**config.mk**
```make
export PLATFORM = sky130hd
export DESIGN_NAME = scan_disk_scheduler_flat
export DESIGN_NICKNAME = d
export VERILOG_FILES = /design/src/hw/rtl/sds_pkg.sv /design/src/hw/rtl/sds_req_if.sv /design/src/hw/rtl/sds_res_if.sv /design/src/hw/rtl/scan_disk_scheduler.sv /design/src/hw/rtl/sds_store.sv /design/src/hw/rtl/sds_alu.sv /design/src/hw/rtl/sds_ctrl.sv /design/src/flat_wrapper.sv
export VERILOG_INCLUDE_DIRS = /design/src /design/src/hw/rtl
export SDC_FILE = /design/constraint.sdc
export NUM_CORES = 2
export LEC_CHECK = 0
export ABC_CLOCK_PERIOD_IN_PS = 10000
export BUFFER_PORTS_ARGS = -buffer_cell sky130_fd_sc_hd__buf_2
export CORE_MARGIN = 2
export CORE_UTILIZATION = 45
export CTS_BUF_LIST = sky130_fd_sc_hd__clkbuf_2
export DETAILED_ROUTE_END_ITERATION = 10
export SLEW_MARGIN = 20
export SYNTH_ARGS = -nofsm -noshare
export SYNTH_HDL_FRONTEND = slang
export SYNTH_SLANG_ARGS = --single-unit
```
**constraint.sdc**
```tcl
create_clock -name clk -period 10 [get_ports clk]
set_input_delay 2 -clock clk [delete_from_list [all_inputs] [get_ports clk]]
set_output_delay 2 -clock clk [all_outputs]
set_load 0.01 [all_outputs]
```
**src/hw/rtl/scan_disk_scheduler_assert.svh**
```systemverilog
// assertion macros for the scan disk scheduler, used by sds_ctrl
// expects signals named clk and rst in the scope of each use
`ifndef SCAN_DISK_SCHEDULER_ASSERT_SVH
`define SCAN_DISK_SCHEDULER_ASSERT_SVH

// consequent checked in the same cycle as the antecedent
`define SDS_ASSERT_SAME(lbl, ante, cons, msg) \
  lbl: assert property (@(posedge clk) disable iff (rst) (ante) |-> (cons)) \
    else $error(msg);

// consequent checked in the cycle after the antecedent
`define SDS_ASSERT_NEXT(lbl, ante, cons, msg) \
  lbl: assert property (@(posedge clk) disable iff (rst) (ante) |=> (cons)) \
    else $error(msg);

`endif

```
**src/hw/rtl/sds_pkg.sv**
```systemverilog
// shared constants for the scan disk scheduler
// no dependencies
package sds_pkg;

  localparam int MAX_REQUESTS  = 64;
  localparam int CYLINDER_BITS = 16;

  // service position field is fixed at six bits
  localparam int POS_W = 6;

  // configuration register indexes
  localparam int CFG_IDX_W = 2;
  localparam logic [CFG_IDX_W-1:0] CFG_DISK_CYLINDERS = 2'd0;
  localparam logic [CFG_IDX_W-1:0] CFG_START_HEAD     = 2'd1;
  localparam logic [CFG_IDX_W-1:0] CFG_SWEEP_UP       = 2'd2;

  // configuration reset values
  localparam int   DISK_RESET  = 200;
  localparam int   START_RESET = 0;
  localparam logic SWEEP_RESET = 1'b1;

endpackage

```
**src/hw/rtl/sds_req_if.sv**
```systemverilog
// request channel of the scan disk scheduler: valid/ready plus one request
// depends on sds_pkg for the default cylinder width
interface sds_req_if #(
  parameter int CYL_BITS = sds_pkg::CYLINDER_BITS
) ();
  logic                valid;
  logic                ready;
  logic [CYL_BITS-1:0] request_cylinder;
  logic                final_request;

  modport source (output valid, output request_cylinder, output final_request, input ready);
  modport sink   (input valid, input request_cylinder, input final_request, output ready);
endinterface

```
**src/hw/rtl/sds_res_if.sv**
```systemverilog
// result channel of the scan disk scheduler: valid/ready plus one served request
// depends on sds_pkg for default widths
interface sds_res_if #(
  parameter int CYL_BITS = sds_pkg::CYLINDER_BITS
) ();
  logic                       valid;
  logic                       ready;
  logic [CYL_BITS-1:0]        served_cylinder;
  logic [sds_pkg::POS_W-1:0]  service_position;
  logic [CYL_BITS:0]          seek_so_far;
  logic [CYL_BITS:0]          total_seek;
  logic                       last_result;

  modport source (output valid, output served_cylinder, output service_position,
                  output seek_so_far, output total_seek, output last_result,
                  input ready);
  modport sink   (input valid, input served_cylinder, input service_position,
                  input seek_so_far, input total_seek, input last_result,
                  output ready);
endinterface

```
**src/hw/rtl/scan_disk_scheduler.sv**
```systemverilog
// Scan (elevator) disk scheduler. While idle, requests load one item per
// cycle into a MAX_REQUESTS-deep store with one write and one read port; the
// item marked final_request starts the batch. The block then finds the upper
// edge, clamps requests to the disk, runs the bubble-sort passes, clamps the
// head, finds where the head splits the batch and picks the sweep; it then
// reads, compares and presents each result in turn, with one turn at the
// sweep edge. The sequence is paced by the single read port of the request
// store and the one shared compare/distance unit, which every step of
// clamping, sorting, splitting and seek accumulation goes through. The block
// takes no new request until the last result of the batch is taken.
// depends on sds_pkg, sds_req_if, sds_res_if, sds_store, sds_alu, sds_ctrl
module scan_disk_scheduler #(
  parameter int MAX_REQUESTS  = sds_pkg::MAX_REQUESTS,
  parameter int CYLINDER_BITS = sds_pkg::CYLINDER_BITS,
  localparam int AW = $clog2(MAX_REQUESTS)
) (
  input  logic                          clk,
  input  logic                          rst,
  sds_req_if.sink                       req,
  sds_res_if.source                     res,
  input  logic                          cfg_we,
  input  logic [sds_pkg::CFG_IDX_W-1:0] cfg_index,
  input  logic [CYLINDER_BITS:0]        cfg_data
);

  logic                     mem_we;
  logic [AW-1:0]            mem_waddr, mem_raddr;
  logic [CYLINDER_BITS-1:0] mem_wdata, mem_rdata;
  logic [CYLINDER_BITS-1:0] alu_a, alu_b, alu_diff;
  logic                     alu_lt;

  sds_store #(
    .DEPTH  (MAX_REQUESTS),
    .DATA_W (CYLINDER_BITS)
  ) u_store (
    .clk   (clk),
    .we    (mem_we),
    .waddr (mem_waddr),
    .wdata (mem_wdata),
    .raddr (mem_raddr),
    .rdata (mem_rdata)
  );

  sds_alu #(
    .W (CYLINDER_BITS)
  ) u_alu (
    .a    (alu_a),
    .b    (alu_b),
    .lt   (alu_lt),
    .diff (alu_diff)
  );

  sds_ctrl #(
    .MAX_REQUESTS  (MAX_REQUESTS),
    .CYLINDER_BITS (CYLINDER_BITS)
  ) u_ctrl (
    .clk        (clk),
    .rst        (rst),
    .cfg_we     (cfg_we),
    .cfg_index  (cfg_index),
    .cfg_data   (cfg_data),
    .in_valid   (req.valid),
    .in_ready   (req.ready),
    .in_cyl     (req.request_cylinder),
    .in_final   (req.final_request),
    .out_valid  (res.valid),
    .out_ready  (res.ready),
    .out_served (res.served_cylinder),
    .out_pos    (res.service_position),
    .out_seek   (res.seek_so_far),
    .out_total  (res.total_seek),
    .out_last   (res.last_result),
    .mem_we     (mem_we),
    .mem_waddr  (mem_waddr),
    .mem_wdata  (mem_wdata),
    .mem_raddr  (mem_raddr),
    .mem_rdata  (mem_rdata),
    .alu_a      (alu_a),
    .alu_b      (alu_b),
    .alu_lt     (alu_lt),
    .alu_diff   (alu_diff)
  );

endmodule

```
**src/hw/rtl/sds_store.sv**
```systemverilog
// request store: single write port, single registered read port
// depends on sds_pkg for default sizes
module sds_store #(
  parameter int DEPTH  = sds_pkg::MAX_REQUESTS,
  parameter int DATA_W = sds_pkg::CYLINDER_BITS,
  localparam int AW    = $clog2(DEPTH)
) (
  input  logic              clk,
  input  logic              we,
  input  logic [AW-1:0]     waddr,
  input  logic [DATA_W-1:0] wdata,
  input  logic [AW-1:0]     raddr,
  output logic [DATA_W-1:0] rdata
);

  logic [DATA_W-1:0] mem [DEPTH];

  always_ff @(posedge clk) begin
    if (we) begin
      mem[waddr] <= wdata;
    end
  end

  always_ff @(posedge clk) begin
    rdata <= mem[raddr];
  end

endmodule

```
**src/hw/rtl/sds_alu.sv**
```systemverilog
// shared compare and distance unit: a < b and |a - b|
// depends on sds_pkg for the default width
module sds_alu #(
  parameter int W = sds_pkg::CYLINDER_BITS
) (
  input  logic [W-1:0] a,
  input  logic [W-1:0] b,
  output logic         lt,
  output logic [W-1:0] diff
);

  assign lt   = a < b;
  assign diff = lt ? (b - a) : (a - b);

endmodule

```
**src/hw/rtl/sds_ctrl.sv**
```systemverilog
// sequencer of the scan disk scheduler: config registers, load, clamp, sort,
// split and sweep over the request store using the shared compare unit
// depends on sds_pkg and scan_disk_scheduler_assert.svh
`include "scan_disk_scheduler_assert.svh"

module sds_ctrl #(
  parameter int MAX_REQUESTS  = sds_pkg::MAX_REQUESTS,
  parameter int CYLINDER_BITS = sds_pkg::CYLINDER_BITS,
  localparam int AW     = $clog2(MAX_REQUESTS),
  localparam int CNT_W  = $clog2(MAX_REQUESTS + 1),
  localparam int CB     = CYLINDER_BITS,
  localparam int SEEK_W = CYLINDER_BITS + 1,
  localparam int ACC_W  = CYLINDER_BITS + 2
) (
  input  logic                          clk,
  input  logic                          rst,
  // configuration
  input  logic                          cfg_we,
  input  logic [sds_pkg::CFG_IDX_W-1:0] cfg_index,
  input  logic [CB:0]                   cfg_data,
  // request side
  input  logic                          in_valid,
  output logic                          in_ready,
  input  logic [CB-1:0]                 in_cyl,
  input  logic                          in_final,
  // result side
  output logic                          out_valid,
  input  logic                          out_ready,
  output logic [CB-1:0]                 out_served,
  output logic [sds_pkg::POS_W-1:0]     out_pos,
  output logic [SEEK_W-1:0]             out_seek,
  output logic [SEEK_W-1:0]             out_total,
  output logic                          out_last,
  // request store
  output logic                          mem_we,
  output logic [AW-1:0]                 mem_waddr,
  output logic [CB-1:0]                 mem_wdata,
  output logic [AW-1:0]                 mem_raddr,
  input  logic [CB-1:0]                 mem_rdata,
  // shared compare unit
  output logic [CB-1:0]                 alu_a,
  output logic [CB-1:0]                 alu_b,
  input  logic                          alu_lt,
  input  logic [CB-1:0]                 alu_diff
);

  localparam logic [4:0] S_IDLE      = 5'd0;
  localparam logic [4:0] S_EDGE_CALC = 5'd1;
  localparam logic [4:0] S_SAT_RD    = 5'd2;
  localparam logic [4:0] S_SAT_CMP   = 5'd3;
  localparam logic [4:0] S_PASS_RD0  = 5'd4;
  localparam logic [4:0] S_PASS_LD0  = 5'd5;
  localparam logic [4:0] S_PASS_RD   = 5'd6;
  localparam logic [4:0] S_PASS_CMP  = 5'd7;
  localparam logic [4:0] S_PASS_END  = 5'd8;
  localparam logic [4:0] S_HEAD      = 5'd9;
  localparam logic [4:0] S_SPLIT_RD  = 5'd10;
  localparam logic [4:0] S_SPLIT_CMP = 5'd11;
  localparam logic [4:0] S_SWEEP     = 5'd12;
  localparam logic [4:0] S_EMIT_RD   = 5'd13;
  localparam logic [4:0] S_EMIT_CMP  = 5'd14;
  localparam logic [4:0] S_PRESENT   = 5'd15;
  localparam logic [4:0] S_EDGE      = 5'd16;

  // configuration registers
  logic [CB:0]   disk;
  logic [CB-1:0] start;
  logic          sweep_up;

  // control state
  logic [4:0]       state, state_next;
  logic [CNT_W-1:0] count, count_next;
  logic [CNT_W-1:0] idx, idx_next;
  logic [CNT_W-1:0] split, split_next;
  logic [AW-1:0]    lim, lim_next;
  logic [AW-1:0]    k, k_next;
  logic             second, second_next;
  logic             hold_last, hold_last_next;
  logic [CB-1:0]    head, head_next;
  logic [ACC_W-1:0] acc, acc_next;

  // payload registers
  logic [CB-1:0]    edge_cyl, edge_next;
  logic [CB-1:0]    carry, carry_next;
  logic [CB-1:0]    served_next;
  logic [AW-1:0]    pos_q, pos_next;
  logic [SEEK_W-1:0] seek_next, total_next;
  logic             last_next;

  logic             in_fire, out_fire;
  logic [CNT_W-1:0] last_idx;
  logic             idx_is_last, k_is_last, ascending, side_more;
  logic [ACC_W-1:0] acc_sum;
  logic [CB-1:0]    edge_calc, target;

  assign in_ready  = (state == S_IDLE);
  assign out_valid = (state == S_PRESENT);
  assign in_fire   = in_valid && in_ready;
  assign out_fire  = out_valid && out_ready;

  assign last_idx    = count - CNT_W'(1);
  assign idx_is_last = (idx == last_idx);
  assign k_is_last   = (CNT_W'(k) == last_idx);
  assign acc_sum     = acc + ACC_W'(alu_diff);
  assign ascending   = sweep_up ^ second;
  assign side_more   = ascending ? !idx_is_last : (idx != '0);
  assign target      = sweep_up ? edge_cyl : '0;
  assign mem_raddr   = idx[AW-1:0];
  assign out_pos     = sds_pkg::POS_W'(pos_q);

  // upper edge: size zero acts as one cylinder, oversize clamps to the full range
  always_comb begin
    if (disk[CB]) begin
      edge_calc = '1;
    end else if (disk[CB-1:0] == '0) begin
      edge_calc = '0;
    end else begin
      edge_calc = disk[CB-1:0] - CB'(1);
    end
  end

  // operand selection for the shared unit
  always_comb begin
    alu_a = head;
    alu_b = mem_rdata;
    unique case (state)
      S_SAT_CMP:  begin alu_a = edge_cyl;  alu_b = mem_rdata; end
      S_PASS_CMP: begin alu_a = mem_rdata; alu_b = carry;     end
      S_HEAD:     begin alu_a = edge_cyl;  alu_b = start;     end
      S_EDGE:     begin alu_a = head;      alu_b = target;    end
      default:    begin alu_a = head;      alu_b = mem_rdata; end
    endcase
  end

  // store write port
  always_comb begin
    mem_we    = 1'b0;
    mem_waddr = idx[AW-1:0];
    mem_wdata = edge_cyl;
    unique case (state)
      S_IDLE: begin
        mem_we    = in_fire && (count != CNT_W'(MAX_REQUESTS));
        mem_waddr = count[AW-1:0];
        mem_wdata = in_cyl;
      end
      S_SAT_CMP: begin
        mem_we    = alu_lt;
        mem_waddr = idx[AW-1:0];
        mem_wdata = edge_cyl;
      end
      S_PASS_CMP: begin
        // smaller value moves down one slot, larger one travels on in carry
        mem_we    = 1'b1;
        mem_waddr = idx[AW-1:0] - AW'(1);
        mem_wdata = alu_lt ? mem_rdata : carry;
      end
      S_PASS_END: begin
        mem_we    = 1'b1;
        mem_waddr = lim;
        mem_wdata = carry;
      end
      default: begin
        mem_we = 1'b0;
      end
    endcase
  end

  always_comb begin
    state_next     = state;
    count_next     = count;
    idx_next       = idx;
    split_next     = split;
    lim_next       = lim;
    k_next         = k;
    second_next    = second;
    hold_last_next = hold_last;
    head_next      = head;
    acc_next       = acc;
    edge_next      = edge_cyl;
    carry_next     = carry;
    served_next    = out_served;
    pos_next       = pos_q;
    seek_next      = out_seek;
    total_next     = out_total;
    last_next      = out_last;

    unique case (state)
      S_IDLE: begin
        if (in_fire) begin
          if (count != CNT_W'(MAX_REQUESTS)) begin
            count_next = count + CNT_W'(1);
          end
          if (in_final) begin
            state_next = S_EDGE_CALC;
          end
        end
      end
      S_EDGE_CALC: begin
        edge_next  = edge_calc;
        idx_next   = '0;
        state_next = S_SAT_RD;
      end
      S_SAT_RD: begin
        state_next = S_SAT_CMP;
      end
      S_SAT_CMP: begin
        if (idx_is_last) begin
          lim_next   = last_idx[AW-1:0];
          idx_next   = '0;
          state_next = (count == CNT_W'(1)) ? S_HEAD : S_PASS_RD0;
        end else begin
          idx_next   = idx + CNT_W'(1);
          state_next = S_SAT_RD;
        end
      end
      S_PASS_RD0: begin
        state_next = S_PASS_LD0;
      end
      S_PASS_LD0: begin
        carry_next = mem_rdata;
        idx_next   = CNT_W'(1);
        state_next = S_PASS_RD;
      end
      S_PASS_RD: begin
        state_next = S_PASS_CMP;
      end
      S_PASS_CMP: begin
        if (!alu_lt) begin
          carry_next = mem_rdata;
        end
        if (idx == CNT_W'(lim)) begin
          state_next = S_PASS_END;
        end else begin
          idx_next   = idx + CNT_W'(1);
          state_next = S_PASS_RD;
        end
      end
      S_PASS_END: begin
        idx_next = '0;
        if (lim == AW'(1)) begin
          state_next = S_HEAD;
        end else begin
          lim_next   = lim - AW'(1);
          state_next = S_PASS_RD0;
        end
      end
      S_HEAD: begin
        head_next  = alu_lt ? edge_cyl : start;
        acc_next   = '0;
        k_next     = '0;
        idx_next   = '0;
        state_next = S_SPLIT_RD;
      end
      S_SPLIT_RD: begin
        state_next = S_SPLIT_CMP;
      end
      S_SPLIT_CMP: begin
        // first entry strictly above the head opens the upper side
        if (alu_lt) begin
          split_next = idx;
          state_next = S_SWEEP;
        end else if (idx_is_last) begin
          split_next = count;
          state_next = S_SWEEP;
        end else begin
          idx_next   = idx + CNT_W'(1);
          state_next = S_SPLIT_RD;
        end
      end
      S_SWEEP: begin
        second_next = 1'b0;
        if (sweep_up) begin
          idx_next   = split;
          state_next = (split != count) ? S_EMIT_RD : S_EDGE;
        end else begin
          idx_next   = split - CNT_W'(1);
          state_next = (split != '0) ? S_EMIT_RD : S_EDGE;
        end
      end
      S_EMIT_RD: begin
        state_next = S_EMIT_CMP;
      end
      S_EMIT_CMP: begin
        acc_next    = acc_sum;
        head_next   = mem_rdata;
        served_next = mem_rdata;
        pos_next    = k;
        seek_next   = acc_sum[SEEK_W-1:0];
        last_next   = k_is_last;
        total_next  = (k_is_last && second) ? acc_sum[SEEK_W-1:0] : '0;
        // last item on the first side: edge travel still counts in the total
        if (k_is_last && !second) begin
          hold_last_next = 1'b1;
          state_next     = S_EDGE;
        end else begin
          state_next = S_PRESENT;
        end
      end
      S_PRESENT: begin
        if (out_fire) begin
          k_next = k + AW'(1);
          if (out_last) begin
            count_next = '0;
            state_next = S_IDLE;
          end else if (side_more) begin
            idx_next   = ascending ? (idx + CNT_W'(1)) : (idx - CNT_W'(1));
            state_next = S_EMIT_RD;
          end else begin
            state_next = S_EDGE;
          end
        end
      end
      S_EDGE: begin
        acc_next  = acc_sum;
        head_next = target;
        if (hold_last) begin
          hold_last_next = 1'b0;
          total_next     = acc_sum[SEEK_W-1:0];
          state_next     = S_PRESENT;
        end else begin
          second_next = 1'b1;
          idx_next    = sweep_up ? (split - CNT_W'(1)) : split;
          state_next  = S_EMIT_RD;
        end
      end
      default: begin
        state_next = S_IDLE;
      end
    endcase
  end

  always_ff @(posedge clk) begin
    if (rst) begin
      disk     <= (CB + 1)'(sds_pkg::DISK_RESET);
      start    <= CB'(sds_pkg::START_RESET);
      sweep_up <= sds_pkg::SWEEP_RESET;
    end else if (cfg_we) begin
      unique case (cfg_index)
        sds_pkg::CFG_DISK_CYLINDERS: disk     <= cfg_data;
        sds_pkg::CFG_START_HEAD:     start    <= cfg_data[CB-1:0];
        sds_pkg::CFG_SWEEP_UP:       sweep_up <= cfg_data[0];
        default: begin
        end
      endcase
    end
  end

  always_ff @(posedge clk) begin
    if (rst) begin
      state     <= S_IDLE;
      count     <= '0;
      idx       <= '0;
      split     <= '0;
      lim       <= '0;
      k         <= '0;
      second    <= 1'b0;
      hold_last <= 1'b0;
      head      <= '0;
      acc       <= '0;
    end else begin
      state     <= state_next;
      count     <= count_next;
      idx       <= idx_next;
      split     <= split_next;
      lim       <= lim_next;
      k         <= k_next;
      second    <= second_next;
      hold_last <= hold_last_next;
      head      <= head_next;
      acc       <= acc_next;
    end
  end

  always_ff @(posedge clk) begin
    edge_cyl   <= edge_next;
    carry      <= carry_next;
    out_served <= served_next;
    pos_q      <= pos_next;
    out_seek   <= seek_next;
    out_total  <= total_next;
    out_last   <= last_next;
  end

  `SDS_ASSERT_SAME(a_count_bound, 1'b1, count <= CNT_W'(MAX_REQUESTS), "request count past store depth")
  `SDS_ASSERT_NEXT(a_batch_done, out_fire && out_last, (count == '0) && (state == S_IDLE), "batch did not close after last item")
  `SDS_ASSERT_SAME(a_hold_in_edge, hold_last, state == S_EDGE, "held last item outside edge step")
  `SDS_ASSERT_SAME(a_pos_in_batch, state == S_PRESENT, CNT_W'(pos_q) < count, "service position outside batch")
  `SDS_ASSERT_SAME(a_head_on_disk, state == S_PRESENT, head <= edge_cyl, "head beyond upper edge")

endmodule

```
**src/flat_wrapper.sv**
```systemverilog
// flat-port wrapper written by rule: the top's interface ports become plain ports
module scan_disk_scheduler_flat 
#(
  parameter int MAX_REQUESTS  = sds_pkg::MAX_REQUESTS,
  parameter int CYLINDER_BITS = sds_pkg::CYLINDER_BITS,
  localparam int AW = $clog2(MAX_REQUESTS)
)
  (clk, rst, cfg_we, cfg_index, cfg_data, req_valid, req_request_cylinder, req_final_request, req_ready, res_valid, res_served_cylinder, res_service_position, res_seek_so_far, res_total_seek, res_last_result, res_ready);
  sds_req_if req_i ();
  sds_res_if res_i ();
  input  logic clk;
  input  logic rst;
  input  logic cfg_we;
  input  logic [sds_pkg::CFG_IDX_W-1:0] cfg_index;
  input  logic [CYLINDER_BITS:0] cfg_data;
  input wire logic [$bits(req_i.valid)-1:0] req_valid;
  input wire logic [$bits(req_i.request_cylinder)-1:0] req_request_cylinder;
  input wire logic [$bits(req_i.final_request)-1:0] req_final_request;
  output wire logic [$bits(req_i.ready)-1:0] req_ready;
  output wire logic [$bits(res_i.valid)-1:0] res_valid;
  output wire logic [$bits(res_i.served_cylinder)-1:0] res_served_cylinder;
  output wire logic [$bits(res_i.service_position)-1:0] res_service_position;
  output wire logic [$bits(res_i.seek_so_far)-1:0] res_seek_so_far;
  output wire logic [$bits(res_i.total_seek)-1:0] res_total_seek;
  output wire logic [$bits(res_i.last_result)-1:0] res_last_result;
  input wire logic [$bits(res_i.ready)-1:0] res_ready;
  assign req_i.valid = req_valid;
  assign req_i.request_cylinder = req_request_cylinder;
  assign req_i.final_request = req_final_request;
  assign req_ready = req_i.ready;
  assign res_valid = res_i.valid;
  assign res_served_cylinder = res_i.served_cylinder;
  assign res_service_position = res_i.service_position;
  assign res_seek_so_far = res_i.seek_so_far;
  assign res_total_seek = res_i.total_seek;
  assign res_last_result = res_i.last_result;
  assign res_i.ready = res_ready;
  scan_disk_scheduler #(.MAX_REQUESTS(MAX_REQUESTS), .CYLINDER_BITS(CYLINDER_BITS)) u_core (.clk(clk), .rst(rst), .req(req_i), .res(res_i), .cfg_we(cfg_we), .cfg_index(cfg_index), .cfg_data(cfg_data));
endmodule
```
* Word level (Yosys, flattened, before mapping) *
Memories as Yosys holds them, arrays and structs flattened. A register that Yosys moved wholly into a read port is not among the register bits.
Cells that the tools add are included.
Widths: inputs -> output; s select.

storage, ports and cells
  bits in writable memories = 1,024
  output and inout bits = 59
  logic and storage cells = 180
  bits in registers = 197
  memories = 1

cells by class
  reduce and logical (&&, ||, !) cells = 39
  bitwise gates (word level) = 1
  equality and inequality tests = 41
  order comparisons = 1
  add/subtract/negate cells = 12
  muxes and demuxes = 65

memories
  name                depth  bits a word  rd ports  clocked after memory_dff  wr ports  line             source
  u_core.u_store.mem  64     16           1         1                         1         sds_store.sv:16  logic [DATA_W-1:0] mem [DEPTH];

operator list
  cell                 number
  $pmux 16 s3          3
  $mux 7               17
  $mux 16              6
  $pmux 5 s17          1
  $pmux 16 s2          2
  $pmux 7 s8           1
  $mux 5               9
  $eq 5x4->1 const B   8
  $pmux 18 s2          1
  $mux 17              2
  $pmux 17 s2          1
  $sub 16x16->16       2
  $pmux 6 s2           2
  $ne 2x2->1 const B   11
  $sub 7x1->7 const B  3
  $eq 5x3->1 const B   4
  $add 18x16->18       1
  $mux 6               3
  $pmux 6 s3           1
  $reduce_and 2->1     9
  $logic_not 16->1     1
  $lt 16x16->1         1
  $mux 4               4
  $reduce_bool 2->1    8
  other kinds (36)     58

* Longest topological paths before layout *
  depth in word-level cells = 8
  mapped depth = 30
  gate-level depth less buffers = 26

* Modules after synthesis *
A second synthesis with hierarchy kept.

unflattened totals
  cell total of the unflattened synthesis = 3,331
  area total of the unflattened synthesis = 53,109.7 µm²

modules (own cells, without submodules)
  module     seq. area each (µm²)  area each (µm²)  cells an instance  instances
  sds_store  31,069.8              40,042.2         1,829              1
  sds_ctrl   4,814.6               11,464.7         1,278              1
  sds_alu    0.0                   1,602.8          224                1

* Worst setup path before layout *
No wires, ideal clock.

  path kind = register to register
  start point = register u_core.u_ctrl.state[3]
  end point = memory u_core.u_store.mem[0][10] in the netlist's numbering, data pin
  setup slack = 3,830 ps
  clock period less this slack = 6,170 ps
  arrival = 5,622 ps
  path buffers = 7
  cell stages (with the launch flop) = 22
  setup time = 549 ps
  cells stage by stage = dfxtp_1 -> buf_2 -> nor2_1 -> and3_1 -> clkbuf_1 -> and2_1 -> clkbuf_1 -> clkbuf_1 -> a222oi_1 -> nand2_1 -> o21ai_0 -> ha_1 -> clkbuf_1 -> nand4_1 -> a21oi_1 -> o21ai_1 -> and3_1 -> clkbuf_1 -> o21ai_1 -> buf_2 -> nand2_1 -> a21oi_1

between the ends
  word-level cells in the longest chain between the ends = 6
  elaborated cells on any way between the ends = 12

RTL lines
  what                                      line                       source
  from (decl)                               sds_ctrl.sv:71             logic [4:0] state, state_next;
  from (signal assigned)                    sds_ctrl.sv:361            state <= state_next;
  $eq 5x2->1 or $eq 5x4->1 (tied branches)  sds_ctrl.sv:126            unique case (state)
  $reduce_or 2->1 (no source line)          n/a
  $pmux 16 s2                               sds_ctrl.sv:126
  $lt 16x16->1                              sds_alu.sv:12              assign lt = a < b;
  $mux 16                                   sds_ctrl.sv:155            mem_wdata = alu_lt ? mem_rdata : carry;
  $pmux 16 s3 *                             sds_ctrl.sv:140            unique case (state)
  via u_core.mem_wdata[10]                  scan_disk_scheduler.sv:28  logic [CYLINDER_BITS-1:0] mem_wdata, mem_rdata;
  to (decl)                                 sds_store.sv:16

Mark *: on every way through the listed nets, which the timed path passes. The rest lies on a longest branch.

* Worst setup path in the final report *
  start point = register u_core.u_ctrl.state[1]
  end point = memory u_core.u_store.mem[60][1] in the netlist's numbering, data pin

The elaborated chain is that of the path after synthesis.

==> impl_metrics.tcl <==
set metrics [dict create \
    nets 3479 \
    clkLatencyLatePin_ps 1640 \
    drt-wirelength-per-cell_um 27.3 \
    cp_slowest_cell "nor2_1" \
    hp-class "flop to flop" \
    drc 0 \
    avgSynthCellArea_um2 17.2 \
    reg2reg_from "u_core.u_ctrl.state[1]" \
    leakage_nw 18.7 \
    final_cell_mix "edfxtp_1 (1,113), clkbuf_2 (472), mux4_2 (336)" \
    place_congestion 0.909 \
    drive_gt1_share_pct 30.2 \
    grt_usage_pct 23.6 \
    worstPathMaxFanout 33 \
    period_minus_slack_ps 7910 \
    powerDensity_mw_per_mm2 221 \
    maxCapViolations 0 \
    layout.cells.non_filler 5105 \
    start_kind "flop" \
    firstDrtPassIters 8 \
    clock.fmax_mhz 126 \
    outcome "finished, final reports clean" \
    root_buffer "clkbuf_2" \
    synth_cells 3032 \
    multi_input_area_mm2 0.0154 \
    final_hold_viol_count 0 \
    fin_util_pct 50.1 \
    ctsLongestPathBuffers 4 \
    yosysTopAreaCell "edfxtp_1" \
    relSlewSlack_pct 9.50 \
    synth_top_area_share_pct 64.2 \
    syn_nets 3133 \
    die_w_um 344 \
    dieArea_mm2 0.118 \
    postCtsSetupBuffers 0 \
    timing.hold.ws_ps 482 \
    placedCellCount 4557 \
    setup_tns_ps 0 \
    end_kind "flop" \
    synth_seq_cells 1236 \
    ys.warnings.count 0 \
    synth_edf_count 1113 \
    total_power_mw 12.7 \
    drt_wl_total_um 139000 \
    syn_area_mm2 0.0520 \
    clock_skew_ps 175 \
    fill_cells 9671 \
    rsz0062_at_grt "no" \
    numPortBuffers 99 \
    ir_drop_uv 140 \
    startpoint "u_core.u_ctrl.state[1]" \
    synth_seq_area_share_pct 69.0 \
    max_slew.worst_pin.slew_ps 1360 \
    clkSlewWorstSetupHoldPaths_ps 100 \
    min_from "u_core.u_ctrl.disk[16]" \
    core_area_mm2 0.115 \
    dieHeight_um 344 \
    async_flop_share_pct 0 \
    final_common_cell "edfxtp_1" \
    vias 30100 \
    initial_core_util_pct 45.4 \
    crit_path_cell_trace "nand2b_1 -> nor2_1 -> nand2_1 -> buf_4 -> nand2_1 -> nor2_1 -> buf_4 -> a221o_1 -> ha_1 -> nand4_1 -> nor3_1 -> a311oi_2 -> nand3_2 -> nor2_1 -> a221oi_1 -> a21oi_4 -> buf_4" \
    max_stage_delay_ps 1130 \
    overflow 0 \
    period_share_pct 79.1 \
    htreeDepth 5 \
    grt_pass1_wl_um 202000 \
    synth.area.top_cells "edfxtp_1 (64%), mux4_2 (15%), dfxtp_1 (4.7%), a21oi_1 (1.5%), nand2_1 (1.5%)" \
    synth-main-ff-cell "edfxtp_1" \
    antenna_left 0 \
    seqCellArea_mm2 0.0359 \
    grt_pass1_vias 30600 \
    ys_types 87 \
    setup_viol 0 \
    antenna_found_initial 5 \
    crit_type "flop to flop" \
    dpl.hpwl_um 85800 \
    cts_tree "done" \
    hold_buffers 0 \
    ios 100 \
    crit_required_ps 11310 \
    areaGrowthSynthToFinish_pct 10.4 \
    finalMaxSlewViolations 0 \
    routed_via_density 5.89 \
    grt_max_degree 168 \
    first_iter_violations 2981 \
    rows 124 \
    critPathArrivalTime_ps 9230 \
    post_cts_resized 0 \
    cts.sinks 1236 \
    numCtsBuffers 330 \
]
==> report_power, final <==
| group | internal, mW | leakage, nW | switching, mW |
|---|---|---|---|
| clock | 1.35 | 2.13 | 1.99 |
| combinational | 0.997 | 5.57 | 1.81 |
| sequential | 6.33 | 11.0 | 0.200 |
| total | 8.68 | 18.7 | 4.01 |
==> Yosys cell counts (11+ instances only) <==
master,instances
a211oi_1,11
a21o_1,23
a21oi_1,156
a221o_1,13
a221oi_1,43
and2_1,20
buf_1,21
buf_2,48
clkbuf_1,101
dfxtp_1,123
edfxtp_1,1113
ha_1,57
inv_1,68
mux4_2,336
nand2_1,201
nand2b_1,12
nand3_1,42
nand4_1,14
nor2_1,195
nor2b_1,25
nor3_1,40
o21a_1,13
o21ai_0,44
o21ai_1,20
o21bai_1,11
xnor2_1,57
xor2_1,28
==> path summary, 6_finish.rpt <==
check / to / slack, ps / cells past startpoint
worst max register to register: u_core.u_store.mem[60][1] / 2090 / 17
worst max-delay path: u_core.u_store.mem[60][1] / 2090 / 17
worst min register to register: u_core.u_ctrl.disk[16] / 480 / 2
worst min-delay path: u_core.u_ctrl.disk[16] / 480 / 2
==> worst max-delay path: cells and delay by family (launching register included) <==
family	cells	cell delay (ps)
and+or+nand+nor	9	3480
DFF	1	770
adders and majority gates	1	400
AOI/OAI and AO/OA	4	1770
buffers and inverters	3	1160
==> cells by family (layout without fill, tap and decap cells) <==
kind of cell | Yosys count | in the layout | share of synthesized area [%]
compound gates | 441 | 441 | 5.72
xor+xnor | 90 | 90 | 1.64
fa+ha+maj | 60 | 60 | 1.49
buf+inv | 251 | 803 | 2.01
flops | 1236 | 1236 | 69.0
mux | 348 | 348 | 14.8
other cells | 0 | 9 | 0
simple gates | 606 | 606 | 5.39
==> flip-flops by register name (all words and copies together) (netlist names), 5 cells and up <==
register	cells
u_core.u_ctrl.out_seek	17
u_core.u_ctrl.lim	6
u_core.u_ctrl.out_total	17
u_core.u_store.rdata	16
u_core.u_store.mem	1024
u_core.u_ctrl.out_pos	6
u_core.u_ctrl.state	5
u_core.u_ctrl.start	16
u_core.u_ctrl.k	6
u_core.u_ctrl.out_served	16
u_core.u_ctrl.acc	17
u_core.u_ctrl.disk	17
u_core.u_ctrl.count	7
u_core.u_ctrl.idx	7
u_core.u_ctrl.edge_cyl	16
u_core.u_ctrl.head	16
u_core.u_ctrl.carry	16
u_core.u_ctrl.split	7
==> per-stage QoR <==
step / area (um^2) / worst slack, ps
floorplan: 52000 / 3830
global placement: 54600 / 2460
detailed placement: 54600 / 2140
CTS: 57300 / 2140
global route: 57400 / 1530
finish: 57400 / 2090
==> cell type report <==
cell class                      instances  area share (%)
Clock inverter                         66           0.630
Timing Repair Buffer                  192            2.16
Sequential cell                      1236            62.5
Inverter                               73           0.482
Tap cell                             1512            3.29
Multi-Input combinational cell       1545            26.8
Clock buffer                          472            4.11
Antenna cell                            9          0.0392
==> routing by layer <==
layer / global-route usage, % / routed length (um)
met1: 31.2 / 56400
met2: 38.7 / 68700
met3: 5.25 / 10500
met4: 8.21 / 3580
met5: 0 / 0
Power figures use the tool's default switching activity.
